## src/sv/frhm_pkg.sv

```systemverilog
// ----------------------------------------------------------------------------
// frhm_pkg: shared types and constants of the frame rate and heap meter
// Sequencer states, divider sizes and the fixed scale factors of the outputs.
// ----------------------------------------------------------------------------
package frhm_pkg;

    localparam logic [15:0] WINDOW_RESET = 16'd250;
    localparam int unsigned MS_PER_SEC   = 1000;
    localparam int unsigned KB_HALF      = 512;
    localparam int unsigned KB_SHIFT     = 10;     // 1024 bytes per kilobyte
    localparam int unsigned PCT_FULL     = 100;

    // quotient bits produced by the divider for each result; a larger
    // quotient is caught by the up-front check and saturated
    localparam int unsigned RATE_QBITS   = 16;
    localparam int unsigned PCT_QBITS    = 7;

    localparam int unsigned DVD_W        = 43;     // frames*1000 + sum/2
    localparam int unsigned DIV_W        = 32;
    localparam int unsigned REM_W        = DIV_W + 1;
    localparam int unsigned CNT_W        = $clog2(RATE_QBITS + 1);

    localparam logic [15:0] FPS_MAX      = 16'hFFFF;

    typedef enum logic [2:0] {
        S_IDLE,
        S_ACC,
        S_CMP,
        S_LOAD,
        S_CHK,
        S_DIV,
        S_PSET,
        S_EMIT
    } state_t;

endpackage

```

## src/sv/frame_rate_and_heap_meter.sv

```systemverilog
// ----------------------------------------------------------------------------
// frame_rate_and_heap_meter
// Window based frame rate and heap usage meter with a shared serial divider.
// ----------------------------------------------------------------------------
// Usage:
//   Input channel (in_valid / in_stall) carries one frame tick per beat:
//   now_ms, heap_used, heap_total, heap_reserve. in_stall is high while a
//   tick is being processed; one tick is taken at a time.
//   A tick that closes a window yields one output beat (out_valid /
//   out_stall) with frames_per_second, heap_kilobytes and heap_percent.
//   Other ticks yield nothing and free the input once the sequencer is back
//   in idle. A closing tick runs through accumulate and compare, then one
//   compare/subtract unit runs a 16-step quotient for the rate, then a 7-step
//   quotient for the percentage, each preceded by an overflow check that
//   skips its steps when it saturates; the next tick is taken after emit.
//   The result sits in an output register; while the receiver stalls, the
//   next closing tick waits in its last step until the register is free.
//   cfg_valid / cfg_ready writes window_ms (cfg_ready is always high); write
//   it only while the block is idle. A window of zero behaves as one.
//   Reset clears the stored timestamp, the accumulator and the frame count,
//   sets window_ms to 250 and drops out_valid.
// ----------------------------------------------------------------------------
module frame_rate_and_heap_meter (
    input  logic        clk,
    input  logic        rst_n,

    input  logic        cfg_valid,
    output logic        cfg_ready,
    input  logic [15:0] cfg_data,

    input  logic        in_valid,
    output logic        in_stall,
    input  logic [31:0] now_ms,
    input  logic [23:0] heap_used,
    input  logic [23:0] heap_total,
    input  logic [23:0] heap_reserve,

    output logic        out_valid,
    input  logic        out_stall,
    output logic [15:0] frames_per_second,
    output logic [14:0] heap_kilobytes,
    output logic [6:0]  heap_percent
);

    localparam int unsigned DVD_W = frhm_pkg::DVD_W;
    localparam int unsigned DIV_W = frhm_pkg::DIV_W;
    localparam int unsigned REM_W = frhm_pkg::REM_W;
    localparam int unsigned CNT_W = frhm_pkg::CNT_W;
    localparam int unsigned RQ    = frhm_pkg::RATE_QBITS;
    localparam int unsigned PQ    = frhm_pkg::PCT_QBITS;

    frhm_pkg::state_t state_reg, state_next;

    logic [15:0]      window_reg;
    logic [31:0]      last_time_reg, last_time_next;
    logic [31:0]      elapsed_reg, elapsed_next;
    logic [31:0]      frames_reg, frames_next;

    logic [31:0]      now_reg;
    logic [23:0]      used_reg, budget_reg, reserve_reg;

    logic [DVD_W-1:0] dvd_reg, dvd_next;
    logic [DIV_W-1:0] div_reg, div_next;
    logic [REM_W-1:0] rem_reg, rem_next;
    logic [RQ-1:0]    q_reg, q_next;
    logic [CNT_W-1:0] cnt_reg, cnt_next;
    logic             pct_phase_reg, pct_phase_next;
    logic [23:0]      limit_reg, limit_next;
    logic [14:0]      kb_reg, kb_next;
    logic [15:0]      fps_reg, fps_next;
    logic [6:0]       pct_reg, pct_next;

    logic             out_valid_reg, out_valid_next;
    logic [15:0]      fps_out_reg, fps_out_next;
    logic [14:0]      kb_out_reg, kb_out_next;
    logic [6:0]       pct_out_reg, pct_out_next;

    // shared compare/subtract unit
    logic [REM_W-1:0] unit_a;
    logic [REM_W-1:0] unit_diff;
    logic             unit_ge;

    logic [31:0]      win;
    logic [31:0]      dt;
    logic [32:0]      sum_wide;
    logic [24:0]      kb_sum;
    logic             accept;
    logic             out_free;

    assign accept   = in_valid && !in_stall;
    assign out_free = !out_valid_reg || !out_stall;
    assign win      = (window_reg == 16'd0) ? 32'd1 : {16'd0, window_reg};
    assign dt       = now_reg - last_time_reg;
    assign sum_wide = {1'b0, elapsed_reg} + {1'b0, dt};
    assign kb_sum   = {1'b0, used_reg} + 25'(frhm_pkg::KB_HALF);

    assign unit_a    = (state_reg == frhm_pkg::S_CHK) ? rem_reg
                                                      : {rem_reg[REM_W-2:0], q_reg[RQ-1]};
    assign unit_ge   = unit_a >= {1'b0, div_reg};
    assign unit_diff = unit_a - {1'b0, div_reg};

    // next state
    always_comb
    begin
        state_next = state_reg;
        case (state_reg)
            frhm_pkg::S_IDLE:
            begin
                if (accept)
                    state_next = frhm_pkg::S_ACC;
            end
            frhm_pkg::S_ACC:
            begin
                if (last_time_reg == 32'd0)
                    state_next = frhm_pkg::S_IDLE;
                else
                    state_next = frhm_pkg::S_CMP;
            end
            frhm_pkg::S_CMP:
            begin
                if (elapsed_reg < win)
                    state_next = frhm_pkg::S_IDLE;
                else
                    state_next = frhm_pkg::S_LOAD;
            end
            frhm_pkg::S_LOAD:
            begin
                state_next = frhm_pkg::S_CHK;
            end
            frhm_pkg::S_CHK:
            begin
                if (!unit_ge)
                    state_next = frhm_pkg::S_DIV;
                else if (pct_phase_reg)
                    state_next = frhm_pkg::S_EMIT;
                else
                    state_next = frhm_pkg::S_PSET;
            end
            frhm_pkg::S_DIV:
            begin
                if (cnt_reg == CNT_W'(1))
                    state_next = pct_phase_reg ? frhm_pkg::S_EMIT : frhm_pkg::S_PSET;
            end
            frhm_pkg::S_PSET:
            begin
                state_next = frhm_pkg::S_LOAD;
            end
            frhm_pkg::S_EMIT:
            begin
                if (out_free)
                    state_next = frhm_pkg::S_IDLE;
            end
            default:
            begin
                state_next = frhm_pkg::S_IDLE;
            end
        endcase
    end

    // datapath and outputs
    always_comb
    begin
        last_time_next = last_time_reg;
        elapsed_next   = elapsed_reg;
        frames_next    = frames_reg;
        dvd_next       = dvd_reg;
        div_next       = div_reg;
        rem_next       = rem_reg;
        q_next         = q_reg;
        cnt_next       = cnt_reg;
        pct_phase_next = pct_phase_reg;
        limit_next     = limit_reg;
        kb_next        = kb_reg;
        fps_next       = fps_reg;
        pct_next       = pct_reg;
        out_valid_next = out_valid_reg && out_stall;
        fps_out_next   = fps_out_reg;
        kb_out_next    = kb_out_reg;
        pct_out_next   = pct_out_reg;

        case (state_reg)
            frhm_pkg::S_ACC:
            begin
                last_time_next = now_reg;
                if (last_time_reg != 32'd0)
                begin
                    elapsed_next = sum_wide[32] ? 32'hFFFF_FFFF : sum_wide[31:0];
                    if (frames_reg != 32'hFFFF_FFFF)
                        frames_next = frames_reg + 32'd1;
                end
            end
            frhm_pkg::S_CMP:
            begin
                if (elapsed_reg >= win)
                begin
                    dvd_next = DVD_W'(frames_reg) * DVD_W'(frhm_pkg::MS_PER_SEC)
                             + DVD_W'(elapsed_reg >> 1);
                    div_next       = elapsed_reg;
                    kb_next        = 15'(kb_sum >> frhm_pkg::KB_SHIFT);
                    limit_next     = (budget_reg > reserve_reg) ? (budget_reg - reserve_reg)
                                                                : 24'd1;
                    pct_phase_next = 1'b0;
                    elapsed_next   = 32'd0;
                    frames_next    = 32'd0;
                end
            end
            frhm_pkg::S_LOAD:
            begin
                if (pct_phase_reg)
                begin
                    rem_next = REM_W'(dvd_reg >> PQ);
                    q_next   = {dvd_reg[PQ-1:0], (RQ-PQ)'(0)};
                    cnt_next = CNT_W'(PQ);
                end
                else
                begin
                    rem_next = REM_W'(dvd_reg >> RQ);
                    q_next   = dvd_reg[RQ-1:0];
                    cnt_next = CNT_W'(RQ);
                end
            end
            frhm_pkg::S_CHK:
            begin
                // high part already >= divisor: quotient overflows its field
                if (unit_ge)
                begin
                    if (pct_phase_reg)
                        pct_next = 7'(frhm_pkg::PCT_FULL);
                    else
                        fps_next = frhm_pkg::FPS_MAX;
                end
            end
            frhm_pkg::S_DIV:
            begin
                rem_next = unit_ge ? unit_diff : unit_a;
                q_next   = {q_reg[RQ-2:0], unit_ge};
                cnt_next = cnt_reg - CNT_W'(1);
                if (cnt_reg == CNT_W'(1))
                begin
                    if (pct_phase_reg)
                        pct_next = (q_next[PQ-1:0] > 7'(frhm_pkg::PCT_FULL))
                                 ? 7'(frhm_pkg::PCT_FULL) : q_next[PQ-1:0];
                    else
                        fps_next = q_next;
                end
            end
            frhm_pkg::S_PSET:
            begin
                dvd_next = DVD_W'(32'(used_reg) * 32'(frhm_pkg::PCT_FULL)
                                  + 32'(limit_reg >> 1));
                div_next       = DIV_W'(limit_reg);
                pct_phase_next = 1'b1;
            end
            frhm_pkg::S_EMIT:
            begin
                if (out_free)
                begin
                    out_valid_next = 1'b1;
                    fps_out_next   = fps_reg;
                    kb_out_next    = kb_reg;
                    pct_out_next   = pct_reg;
                end
            end
            default:
            begin
            end
        endcase
    end

    always_ff @(posedge clk or negedge rst_n)
    begin
        if (!rst_n)
        begin
            state_reg     <= frhm_pkg::S_IDLE;
            window_reg    <= frhm_pkg::WINDOW_RESET;
            last_time_reg <= 32'd0;
            elapsed_reg   <= 32'd0;
            frames_reg    <= 32'd0;
            cnt_reg       <= '0;
            pct_phase_reg <= 1'b0;
            out_valid_reg <= 1'b0;
        end
        else
        begin
            state_reg     <= state_next;
            if (cfg_valid && cfg_ready)
                window_reg <= cfg_data;
            last_time_reg <= last_time_next;
            elapsed_reg   <= elapsed_next;
            frames_reg    <= frames_next;
            cnt_reg       <= cnt_next;
            pct_phase_reg <= pct_phase_next;
            out_valid_reg <= out_valid_next;
        end
    end

    always_ff @(posedge clk)
    begin
        if (accept)
        begin
            now_reg     <= now_ms;
            used_reg    <= heap_used;
            budget_reg  <= heap_total;
            reserve_reg <= heap_reserve;
        end
        dvd_reg     <= dvd_next;
        div_reg     <= div_next;
        rem_reg     <= rem_next;
        q_reg       <= q_next;
        limit_reg   <= limit_next;
        kb_reg      <= kb_next;
        fps_reg     <= fps_next;
        pct_reg     <= pct_next;
        fps_out_reg <= fps_out_next;
        kb_out_reg  <= kb_out_next;
        pct_out_reg <= pct_out_next;
    end

    assign cfg_ready         = 1'b1;
    assign in_stall          = (state_reg != frhm_pkg::S_IDLE);
    assign out_valid         = out_valid_reg;
    assign frames_per_second = fps_out_reg;
    assign heap_kilobytes    = kb_out_reg;
    assign heap_percent      = pct_out_reg;

    // restoring divider: partial remainder always below the divisor
    a_rem_below_div: assert property (@(posedge clk) disable iff (!rst_n)
        (state_reg == frhm_pkg::S_DIV) |-> (rem_reg < {1'b0, div_reg}))
        else $error("partial remainder not below divisor");

    a_div_nonzero: assert property (@(posedge clk) disable iff (!rst_n)
        (state_reg == frhm_pkg::S_DIV || state_reg == frhm_pkg::S_CHK) |-> (div_reg != '0))
        else $error("divider running with zero divisor");

    a_step_count: assert property (@(posedge clk) disable iff (!rst_n)
        (state_reg == frhm_pkg::S_DIV) |-> (cnt_reg != '0))
        else $error("divider step count exhausted");

    a_pct_range: assert property (@(posedge clk) disable iff (!rst_n)
        out_valid_reg |-> (pct_out_reg <= 7'(frhm_pkg::PCT_FULL)))
        else $error("heap percent above full scale");

    a_emit_loads: assert property (@(posedge clk) disable iff (!rst_n)
        (state_reg == frhm_pkg::S_EMIT && out_free) |=> out_valid_reg)
        else $error("result not presented after emit");

endmodule
```

## config.mk

```make
export PLATFORM = sky130hd
export DESIGN_NAME = frame_rate_and_heap_meter
export DESIGN_NICKNAME = d
export VERILOG_FILES = /design/src/sv/frhm_pkg.sv /design/src/sv/frame_rate_and_heap_meter.sv
export SDC_FILE = /design/constraint.sdc
export NUM_CORES = 1
export LEC_CHECK = 0
export CAP_MARGIN = 15
export CORE_ASPECT_RATIO = 1.75
export CORE_MARGIN = 5
export CORE_UTILIZATION = 34
export CTS_CLUSTER_SIZE = 20
export DETAILED_ROUTE_END_ITERATION = 8
export DONT_BUFFER_PORTS = 1
export PLACE_DENSITY = 0.5
export SETUP_SLACK_MARGIN = 0.5
export SLEW_MARGIN = 25
export SYNTH_ARGS = -nofsm -noshare
export SYNTH_HDL_FRONTEND = slang
export SYNTH_SLANG_ARGS = --single-unit
```

## constraint.sdc

```tcl
create_clock -name clk -period 13 [get_ports clk]
set_clock_uncertainty 0.2 [all_clocks]
set_input_delay 1.3 -clock clk [delete_from_list [all_inputs] [get_ports clk]]
set_output_delay 1.3 -clock clk [all_outputs]
set_load 0.03 [all_outputs]
```

==> qor.csv, run 1 <==
stage;metric;value;unit
power_and_ir_drop;seq_power_share;0.245;
floorplan;dieArea;0.1090;mm^2
timing;setup_viol;0;
timing;fin_crit;7.514;ns
timing;fmax;133.1;MHz
cells_and_area;fin_area;0.03805;mm^2
grt;grt_pass1_wl;150500;um
floorplan;core;0.1018;mm^2
timing;drv_slew;0;
clock_tree;hold_buffers;0;
cells_and_area;largest_reg_flops;41;
setup_path;reg2reg_from;frames_reg[2];
power_and_ir_drop;total_power;10.98;mW
setup_path;cp_max_fo;8;
clock_tree;numCtsBuffers;48;
cells_and_area;regArea;0.01285;mm^2
timing;rsz0062_at_grt;false;
grt;grtUsageTotal;0.1757;
power_and_ir_drop;p_sw;5.251;mW
synth;synth_seq_cells;448;
synth;ys_async_sr_fraction;0.2723;
setup_path;r2r_end;dvd_reg[37];
detailed_routing;drc;0;
grt;grt_pass1_vias;26630;
grt;antenna_found_initial;6;
power_and_ir_drop;clkPwrFrac;0.133;
detailed_routing;wl;97270;um
detailed_routing;via_per_inst;5.178;
setup_path;worstRegToRegCells;24;
floorplan;die_w;251.8;um
placement;dp_hpwl;78750;um
timing;worstMarginPinSlew;1.042;ns
synth;synth_warnings;0;
power_and_ir_drop;swShare;0.4784;
clock_tree;post_cts_buffers;0;
synth;syn_nets;4149;
placement;gp_congestion;0.8744;
synth;synth-seq-area-share;0.3695;
synth;ys.flop_type;edfxtp_1;
timing;min_period_over_period;0.5780;
clock_tree;cts_tree;yes;
timing;finalWorstSetupSlack;5.486;ns
placement;place_ws;5.483;ns
cells_and_area;fin_util;0.3737;
clock_tree;htreeDepth;2;
synth;yosysUniqueCellTypes;88;
floorplan;initial_core_util;0.3416;
clock_tree;cts.clk_slew.worst_paths;0.07;ns
power_and_ir_drop;pwr-share-comb;0.622;
power_and_ir_drop;intPower;5.725;mW
placement;port-buffer-count;0;
clock_tree;root_buffer;clkbuf_16;
cells_and_area;finalNetCount;4134;
placement;place_area;0.03637;mm^2
power_and_ir_drop;leakage;16.19;nW
detailed_routing;antenna_left;0;
run_status;status;completed;
run;drv_cap;0;
power_and_ir_drop;power.density;288.5;mW/mm^2
clock_tree;cts_resized;0;
cells_and_area;drive_gt1_frac;0.05705;
floorplan;rows;155;
setup_path;startpoint_type;register;
clock_tree;clockBufferDepth;3;
timing;hold_viol_final;0;
cells_and_area;syn_to_final_growth;9.412;%
setup_path;endpoint_kind;register;
clock_tree;insertion_delay;0.64;ns
detailed_routing;vias;25360;
clock_tree;cts_sinks;448;
detailed_routing;first_iter_violations;1082;
synth;syn_area;0.03478;mm^2
setup_path;timing_worst_setup_path_type;register to register;
setup_path;cp.arrival;7.65;ns
grt;overflow;0;
min_path;hp-class;primary input to async pin;
timing;fin_setup_tns;0;ns
setup_path;critPathRequiredTime;13.14;ns
detailed_routing;drt_pre_antenna_iters;7;
setup_path;rrSetupSlack;5.49;ns
synth;syn_area_per_cell;9.843;um^2
timing;relSlewSlack;0.3037;
synth;synth_edf_count;326;
cells_and_area;multiInputGateArea;0.02009;mm^2
grt;grt_start_max_net_pins;123;
cells_and_area;final.fill_count;10260;
synth;syn_inst;3533;
floorplan;die_h;433.1;um
floorplan;io_pins;166;
detailed_routing;post_drt_wl_per_cell;19.86;um
power_and_ir_drop;ir_drop;0.0002082;V
==> final cells by class <==
type	instances	area share
Antenna cell	5	0.0003288
Clock buffer	60	0.03377
Clock inverter	30	0.009964
Inverter	415	0.04094
Multi-Input combinational cell	2581	0.5280
Sequential cell	448	0.3378
Tap cell	1334	0.04387
Timing Repair Buffer	24	0.005393
==> synthesized netlist by cell type (12+ instances only) <==
library cell  number  area [um^2]
clkbuf_1          82        307.8
nor3_1            59        295.3
dfrtp_1          116         2903
nand2b_1          33        206.5
o21ai_0          166        830.8
mux2_2            37        416.7
a211o_1           12        105.1
xor2_1            69        604.3
and3_1            37        231.5
o31ai_1           22        165.2
xnor2_1          152         1331
edfxtp_1         326         9789
mux2i_1           44        440.4
nand3_1           81        405.4
fa_1             143         2863
a21oi_1          258         1291
nor2b_1           40        250.2
nor4_1            27        168.9
a21boi_0          16        120.1
o21a_1            44        330.3
or3_1             37        231.5
o211ai_1          38        285.3
a21o_1           101        758.2
o21bai_1          27        202.7
nand2_1          280         1051
and2_1            15        93.84
nand4_1           34        212.7
ha_1             348         4354
inv_1            413         1550
a211oi_1          44        330.3
a31oi_1           51        319.1
nor2_1           195        732.0
or2_2             19        118.9
o21ai_1           15        75.07
==> through the flow <==
step,hold slack (ns),std cells
finish,0.1544,4897
global placement,0.2028,4800
global route,0.1195,4892
CTS,0.1098,4892
floorplan,0.2003,3533
detailed placement,0.2045,4802
==> placed cells by master (no fill, tap or decap), drive strengths merged, types with 38 or more instances in the layout <==
cell / n
inv: 424
ha: 348
edfxtp: 326
nand2: 280
a21oi: 258
nor2: 195
o21ai: 182
xnor2: 153
fa: 143
dfrtp: 116
a21o: 102
nand3: 81
xor2: 69
clkbuf: 60
nor3: 59
a31oi: 51
o21a: 46
a211oi: 45
mux2i: 44
nor2b: 40
o211ai: 38
==> worst max path at each step <==
stage | slack (ns) | startpoint | depth (start not counted) | endpoint
floorplan | 2.30 | window_reg[5] | 6 | div_reg[0]
global placement | 5.56 | frames_reg[2] | 24 | dvd_reg[39]
detailed placement | 5.48 | frames_reg[2] | 24 | dvd_reg[39]
CTS | 5.42 | frames_reg[2] | 24 | dvd_reg[39]
global route | 5.11 | frames_reg[2] | 24 | dvd_reg[41]
finish | 5.49 | frames_reg[2] | 24 | dvd_reg[37]
==> logic make-up after synthesis <==
kind of cell / count (synthesis) / share of synthesized area
XOR/XNOR: 222 / 0.05613
other: 1 / 0.0001078
AO/OA/AOI/OAI: 894 / 0.1644
multiplexers: 81 / 0.02465
flip-flops: 448 / 0.3695
AND/OR/NAND/NOR: 892 / 0.1231
adder cells (fa/ha/maj): 491 / 0.2075
buffers and inverters: 504 / 0.05462
==> worst max-delay path: stages (launching register included) <==
cell	delay [ns]
dfrtp_1	0.48
inv_1	0.15
fa_1	0.58
fa_1	0.44
fa_1	0.49
fa_1	0.52
inv_1	0.04
ha_1	0.33
a21o_1	0.18
or3_1	0.30
o21a_1	0.25
o21ai_0	0.49
o21bai_1	0.17
xor2_1	0.17
ha_1	0.40
a21o_1	0.22
a21o_1	0.18
a21o_1	0.17
a21o_1	0.16
a21oi_1	0.14
o21bai_1	0.07
a221oi_1	0.53
nand4b_1	0.31
o21a_1	0.18
nor3_1	0.05
==> power groups by stage <==
stage / clock (mW) / sequential (mW) / combinational [mW]
after floorplan: 0 / 2.51 / 5.20
after global placement: 0 / 2.72 / 6.80
after detailed placement: 0 / 2.72 / 6.84
after CTS: 1.52 / 2.69 / 6.88
after global routing: 1.57 / 2.73 / 7.60
final: 1.46 / 2.68 / 6.83
==> per-layer routing <==
metal / track usage / vias to the layer above / routed length (um)
li1: - / 12590 / -
met1: 0.1864 / 12190 / 36500
met2: 0.3406 / 402 / 52280
met3: 0.02428 / 167 / 3447
met4: 0.07878 / 2 / 5026
met5: 0 / - / 13
Power figures use the tool's default switching activity.
==> inputs of run 2 (changes only) <==
--- a/config.mk
+++ b/config.mk
@@ -5,6 +5,7 @@
 export SDC_FILE = /design/constraint.sdc
 export NUM_CORES = 1
 export LEC_CHECK = 0
+export ABC_AREA = 1
 export CAP_MARGIN = 15
 export CORE_ASPECT_RATIO = 1.75
 export CORE_MARGIN = 5
@@ -12,7 +13,7 @@
 export CTS_CLUSTER_SIZE = 20
 export DETAILED_ROUTE_END_ITERATION = 8
 export DONT_BUFFER_PORTS = 1
-export PLACE_DENSITY = 0.5
+export PLACE_DENSITY = 0.52
 export SETUP_SLACK_MARGIN = 0.5
 export SLEW_MARGIN = 25
 export SYNTH_ARGS = -nofsm -noshare
==> constraint.sdc (replaced) <==
create_clock -name clk -period 6.8 [get_ports clk]
set_clock_uncertainty 0.2 [all_clocks]
set_input_delay 0.68 -clock clk [delete_from_list [all_inputs] [get_ports clk]]
set_output_delay 0.68 -clock clk [all_outputs]
set_load 0.03 [all_outputs]
==> run 2 against run 1 <==
Compared with the run above: non-clock buffer count is 134 higher; register-to-register slack lost 4.7 ns; sequential share of layout area down 3.1 points; cell area grew 10%; power rose by 100%; utilization up 1.3 points; final cell count grew 27%.
==> qor.csv, run 2 <==
stage;metric;value;unit
placement;place_ws;0.2905;ns
clock_tree;numCtsBuffers;46;
floorplan;rows;160;
power_and_ir_drop;power.density;533.0;mW/mm^2
clock_tree;root_buffer;clkbuf_16;
synth;synth_seq_cells;448;
timing;worstMarginPinSlew;0.9936;ns
grt;grt_pass1_vias;32240;
timing;drv_slew;0;
detailed_routing;wl;120100;um
timing;min_period_over_period;0.8828;
placement;placed_cells;6010;
placement;port-buffer-count;0;
clock_tree;cts_tree;yes;
timing;setup_viol;0;
placement;dp_hpwl;98800;um
power_and_ir_drop;leakage;18.74;nW
floorplan;die_w;259.5;um
synth;synth_warnings;0;
timing;fmax;166.6;MHz
synth;synth_commonest_cells;nand2_1 (1050), inv_1 (737), ha_1 (348);
setup_path;crit_path_frequent_cell;nand2_1;
clock_tree;clockBufferDepth;3;
synth;yosysTopAreaCell;edfxtp_1;
cells_and_area;finalNonFillerCells;6225;
power_and_ir_drop;ir_drop;0.0002729;V
synth;syn_nets;5206;
setup_path;cp.arrival;6.19;ns
min_path;hp-class;primary input to register;
setup_path;timing_worst_setup_path_type;register to register;
power_and_ir_drop;swShare;0.5285;
setup_path;slowest_stage;fa_1;
floorplan;dieArea;0.1159;mm^2
run;drv_cap;0;
detailed_routing;first_iter_violations;1646;
grt;grt_start_max_net_pins;123;
clock_tree;cts_sinks;448;
cells_and_area;largest_reg_flops;41;
setup_path;critPathRequiredTime;6.98;ns
grt;grt_pass1_wl;183900;um
detailed_routing;drc;0;
setup_path;endpoint_kind;register;
power_and_ir_drop;pwr-share-comb;0.655;
detailed_routing;via_per_inst;4.984;
cells_and_area;mostFrequentLayoutCells;nand2_1 (1040), inv_1 (718), ha_1 (331);
synth;ys_async_sr_fraction;0.2723;
synth;syn_inst;4590;
grt;overflow;0;
synth;yosysMostFrequentCell;nand2_1;
setup_path;slowest_delay;0.57;ns
timing;relSlewSlack;0.3376;
min_path;min_from;in_valid;
synth;syn_area_per_cell;8.068;um^2
floorplan;initial_core_util;0.3413;
clock_tree;insertion_delay;0.64;ns
synth;syn_area;0.03703;mm^2
floorplan;core;0.1085;mm^2
detailed_routing;antenna_left;0;
cells_and_area;final.fill_count;11340;
detailed_routing;vias;31030;
synth;yosysUniqueCellTypes;65;
power_and_ir_drop;p_sw;11.83;mW
setup_path;reg2reg_from;frames_reg[11];
synth;netlist.area_leader.share;0.2644;
clock_tree;htreeDepth;2;
cells_and_area;finalNetCount;5347;
power_and_ir_drop;clkPwrFrac;0.122;
power_and_ir_drop;total_power;22.39;mW
synth;synthTopCellsByArea;edfxtp_1 (26%), ha_1 (12%), nand2_1 (11%);
grt;antenna_found_initial;2;
timing;fin_setup_tns;0;ns
synth;synth_edf_count;326;
cells_and_area;drive_gt1_frac;0.06064;
cells_and_area;syn_to_final_growth;13.43;%
timing;rsz0062_at_grt;true;
timing;finalWorstSetupSlack;0.7972;ns
power_and_ir_drop;intPower;10.56;mW
placement;gp_congestion;0.9306;
run_status;status;completed;
grt;grtUsageTotal;0.2044;
setup_path;startpoint_type;register;
timing;fin_crit;6.003;ns
floorplan;io_pins;166;
cells_and_area;final_common_cell;nand2_1;
detailed_routing;post_drt_wl_per_cell;19.30;um
setup_path;cp_max_fo;5;
floorplan;die_h;446.6;um
detailed_routing;drt_pre_antenna_iters;6;
timing;hold_viol_final;0;
synth;ys.flop_type;edfxtp_1;
synth;synth-seq-area-share;0.3470;
clock_tree;cts.clk_slew.worst_paths;0.08;ns
setup_path;startpoint;frames_reg[11];
power_and_ir_drop;seq_power_share;0.224;
## run 2: worst paths after layout
| path | endpoint | slack [ns] | cells after the start |
|---|---|---|---|
| min reg2reg | heap_percent[1] | 0.21 | 0 |
| min in group asynchronous | window_reg[2] | 0.48 | 2 |
| max in group asynchronous | cnt_reg[3] | 5.37 | 2 |
| max reg2reg | dvd_reg[38] | 0.80 | 25 |
| max | dvd_reg[38] | 0.80 | 25 |
| min | state_reg[0] | 0.07 | 2 |
## run 2: metrics by stage
stage                     area (um^2)    util  hold slack [ns]
after global placement          38780  0.3574           0.1946
after global routing            42010  0.3871          0.07696
after CTS                       41650  0.3839          0.01908
after detailed placement        38780  0.3574           0.1946
after floorplan                 37030       -           0.1844
final                           42010  0.3871          0.06745
## run 2: cell families (layout without fill, tap and decap cells)
| logic type | count (synthesis) | count (layout) | synth area share |
|---|---|---|---|
| compound gates | 848 | 848 | 0.1256 |
| fa+ha+maj | 491 | 491 | 0.1949 |
| flops | 448 | 448 | 0.3470 |
| other cells | 1 | 2 | 0.0001013 |
| mux | 3 | 3 | 0.0009122 |
| simple gates | 1821 | 1821 | 0.2087 |
| xor+xnor | 162 | 162 | 0.03831 |
| buf+inv | 816 | 992 | 0.08457 |
## run 2: per-layer routing
metal	share of wire	global-route usage
met2	0.55	0.4057
met5	0	0
met1	0.37	0.2135
met3	0.029	0.01947
met4	0.054	0.09298
## run 2: power by group through the flow
stage	Combinational, mW	Sequential (mW)	Clock (mW)
floorplan	10.4	4.70	0
CTS	14.7	5.01	2.82
global route	16.4	5.08	2.91
detailed placement	14.5	5.07	0
finish	14.7	5.01	2.72
global placement	14.5	5.06	0
## run 2: cell type report
class	instances	area [um^2]	share of cell area
Tap cell	1458	1824	0.04343
Multi-Input combinational cell	3326	21350	0.5083
Sequential cell	448	12870	0.3064
Clock buffer	53	1230	0.02928
Timing Repair Buffer	158	1514	0.03604
Antenna cell	1	2.502	0.00005957
Inverter	751	2855	0.06797
Clock inverter	30	359.1	0.008549
## run 2: timing repair
item,in CTS,in global routing
resized for setup,17,102
hold endpoints to repair,243,0
setup buffers,0,7
pin swaps,0,6
hold buffers,124,0
setup endpoints to repair,10,23
## run 2: critical path: cells and delay by family, from the launching register on
kind            cells  cell delay, ns
fa+ha+maj           6            2.79
compound gates      6            1.01
xor+xnor            1            0.22
flops               1            0.43
simple gates       10            0.96
buf+inv             2            0.13
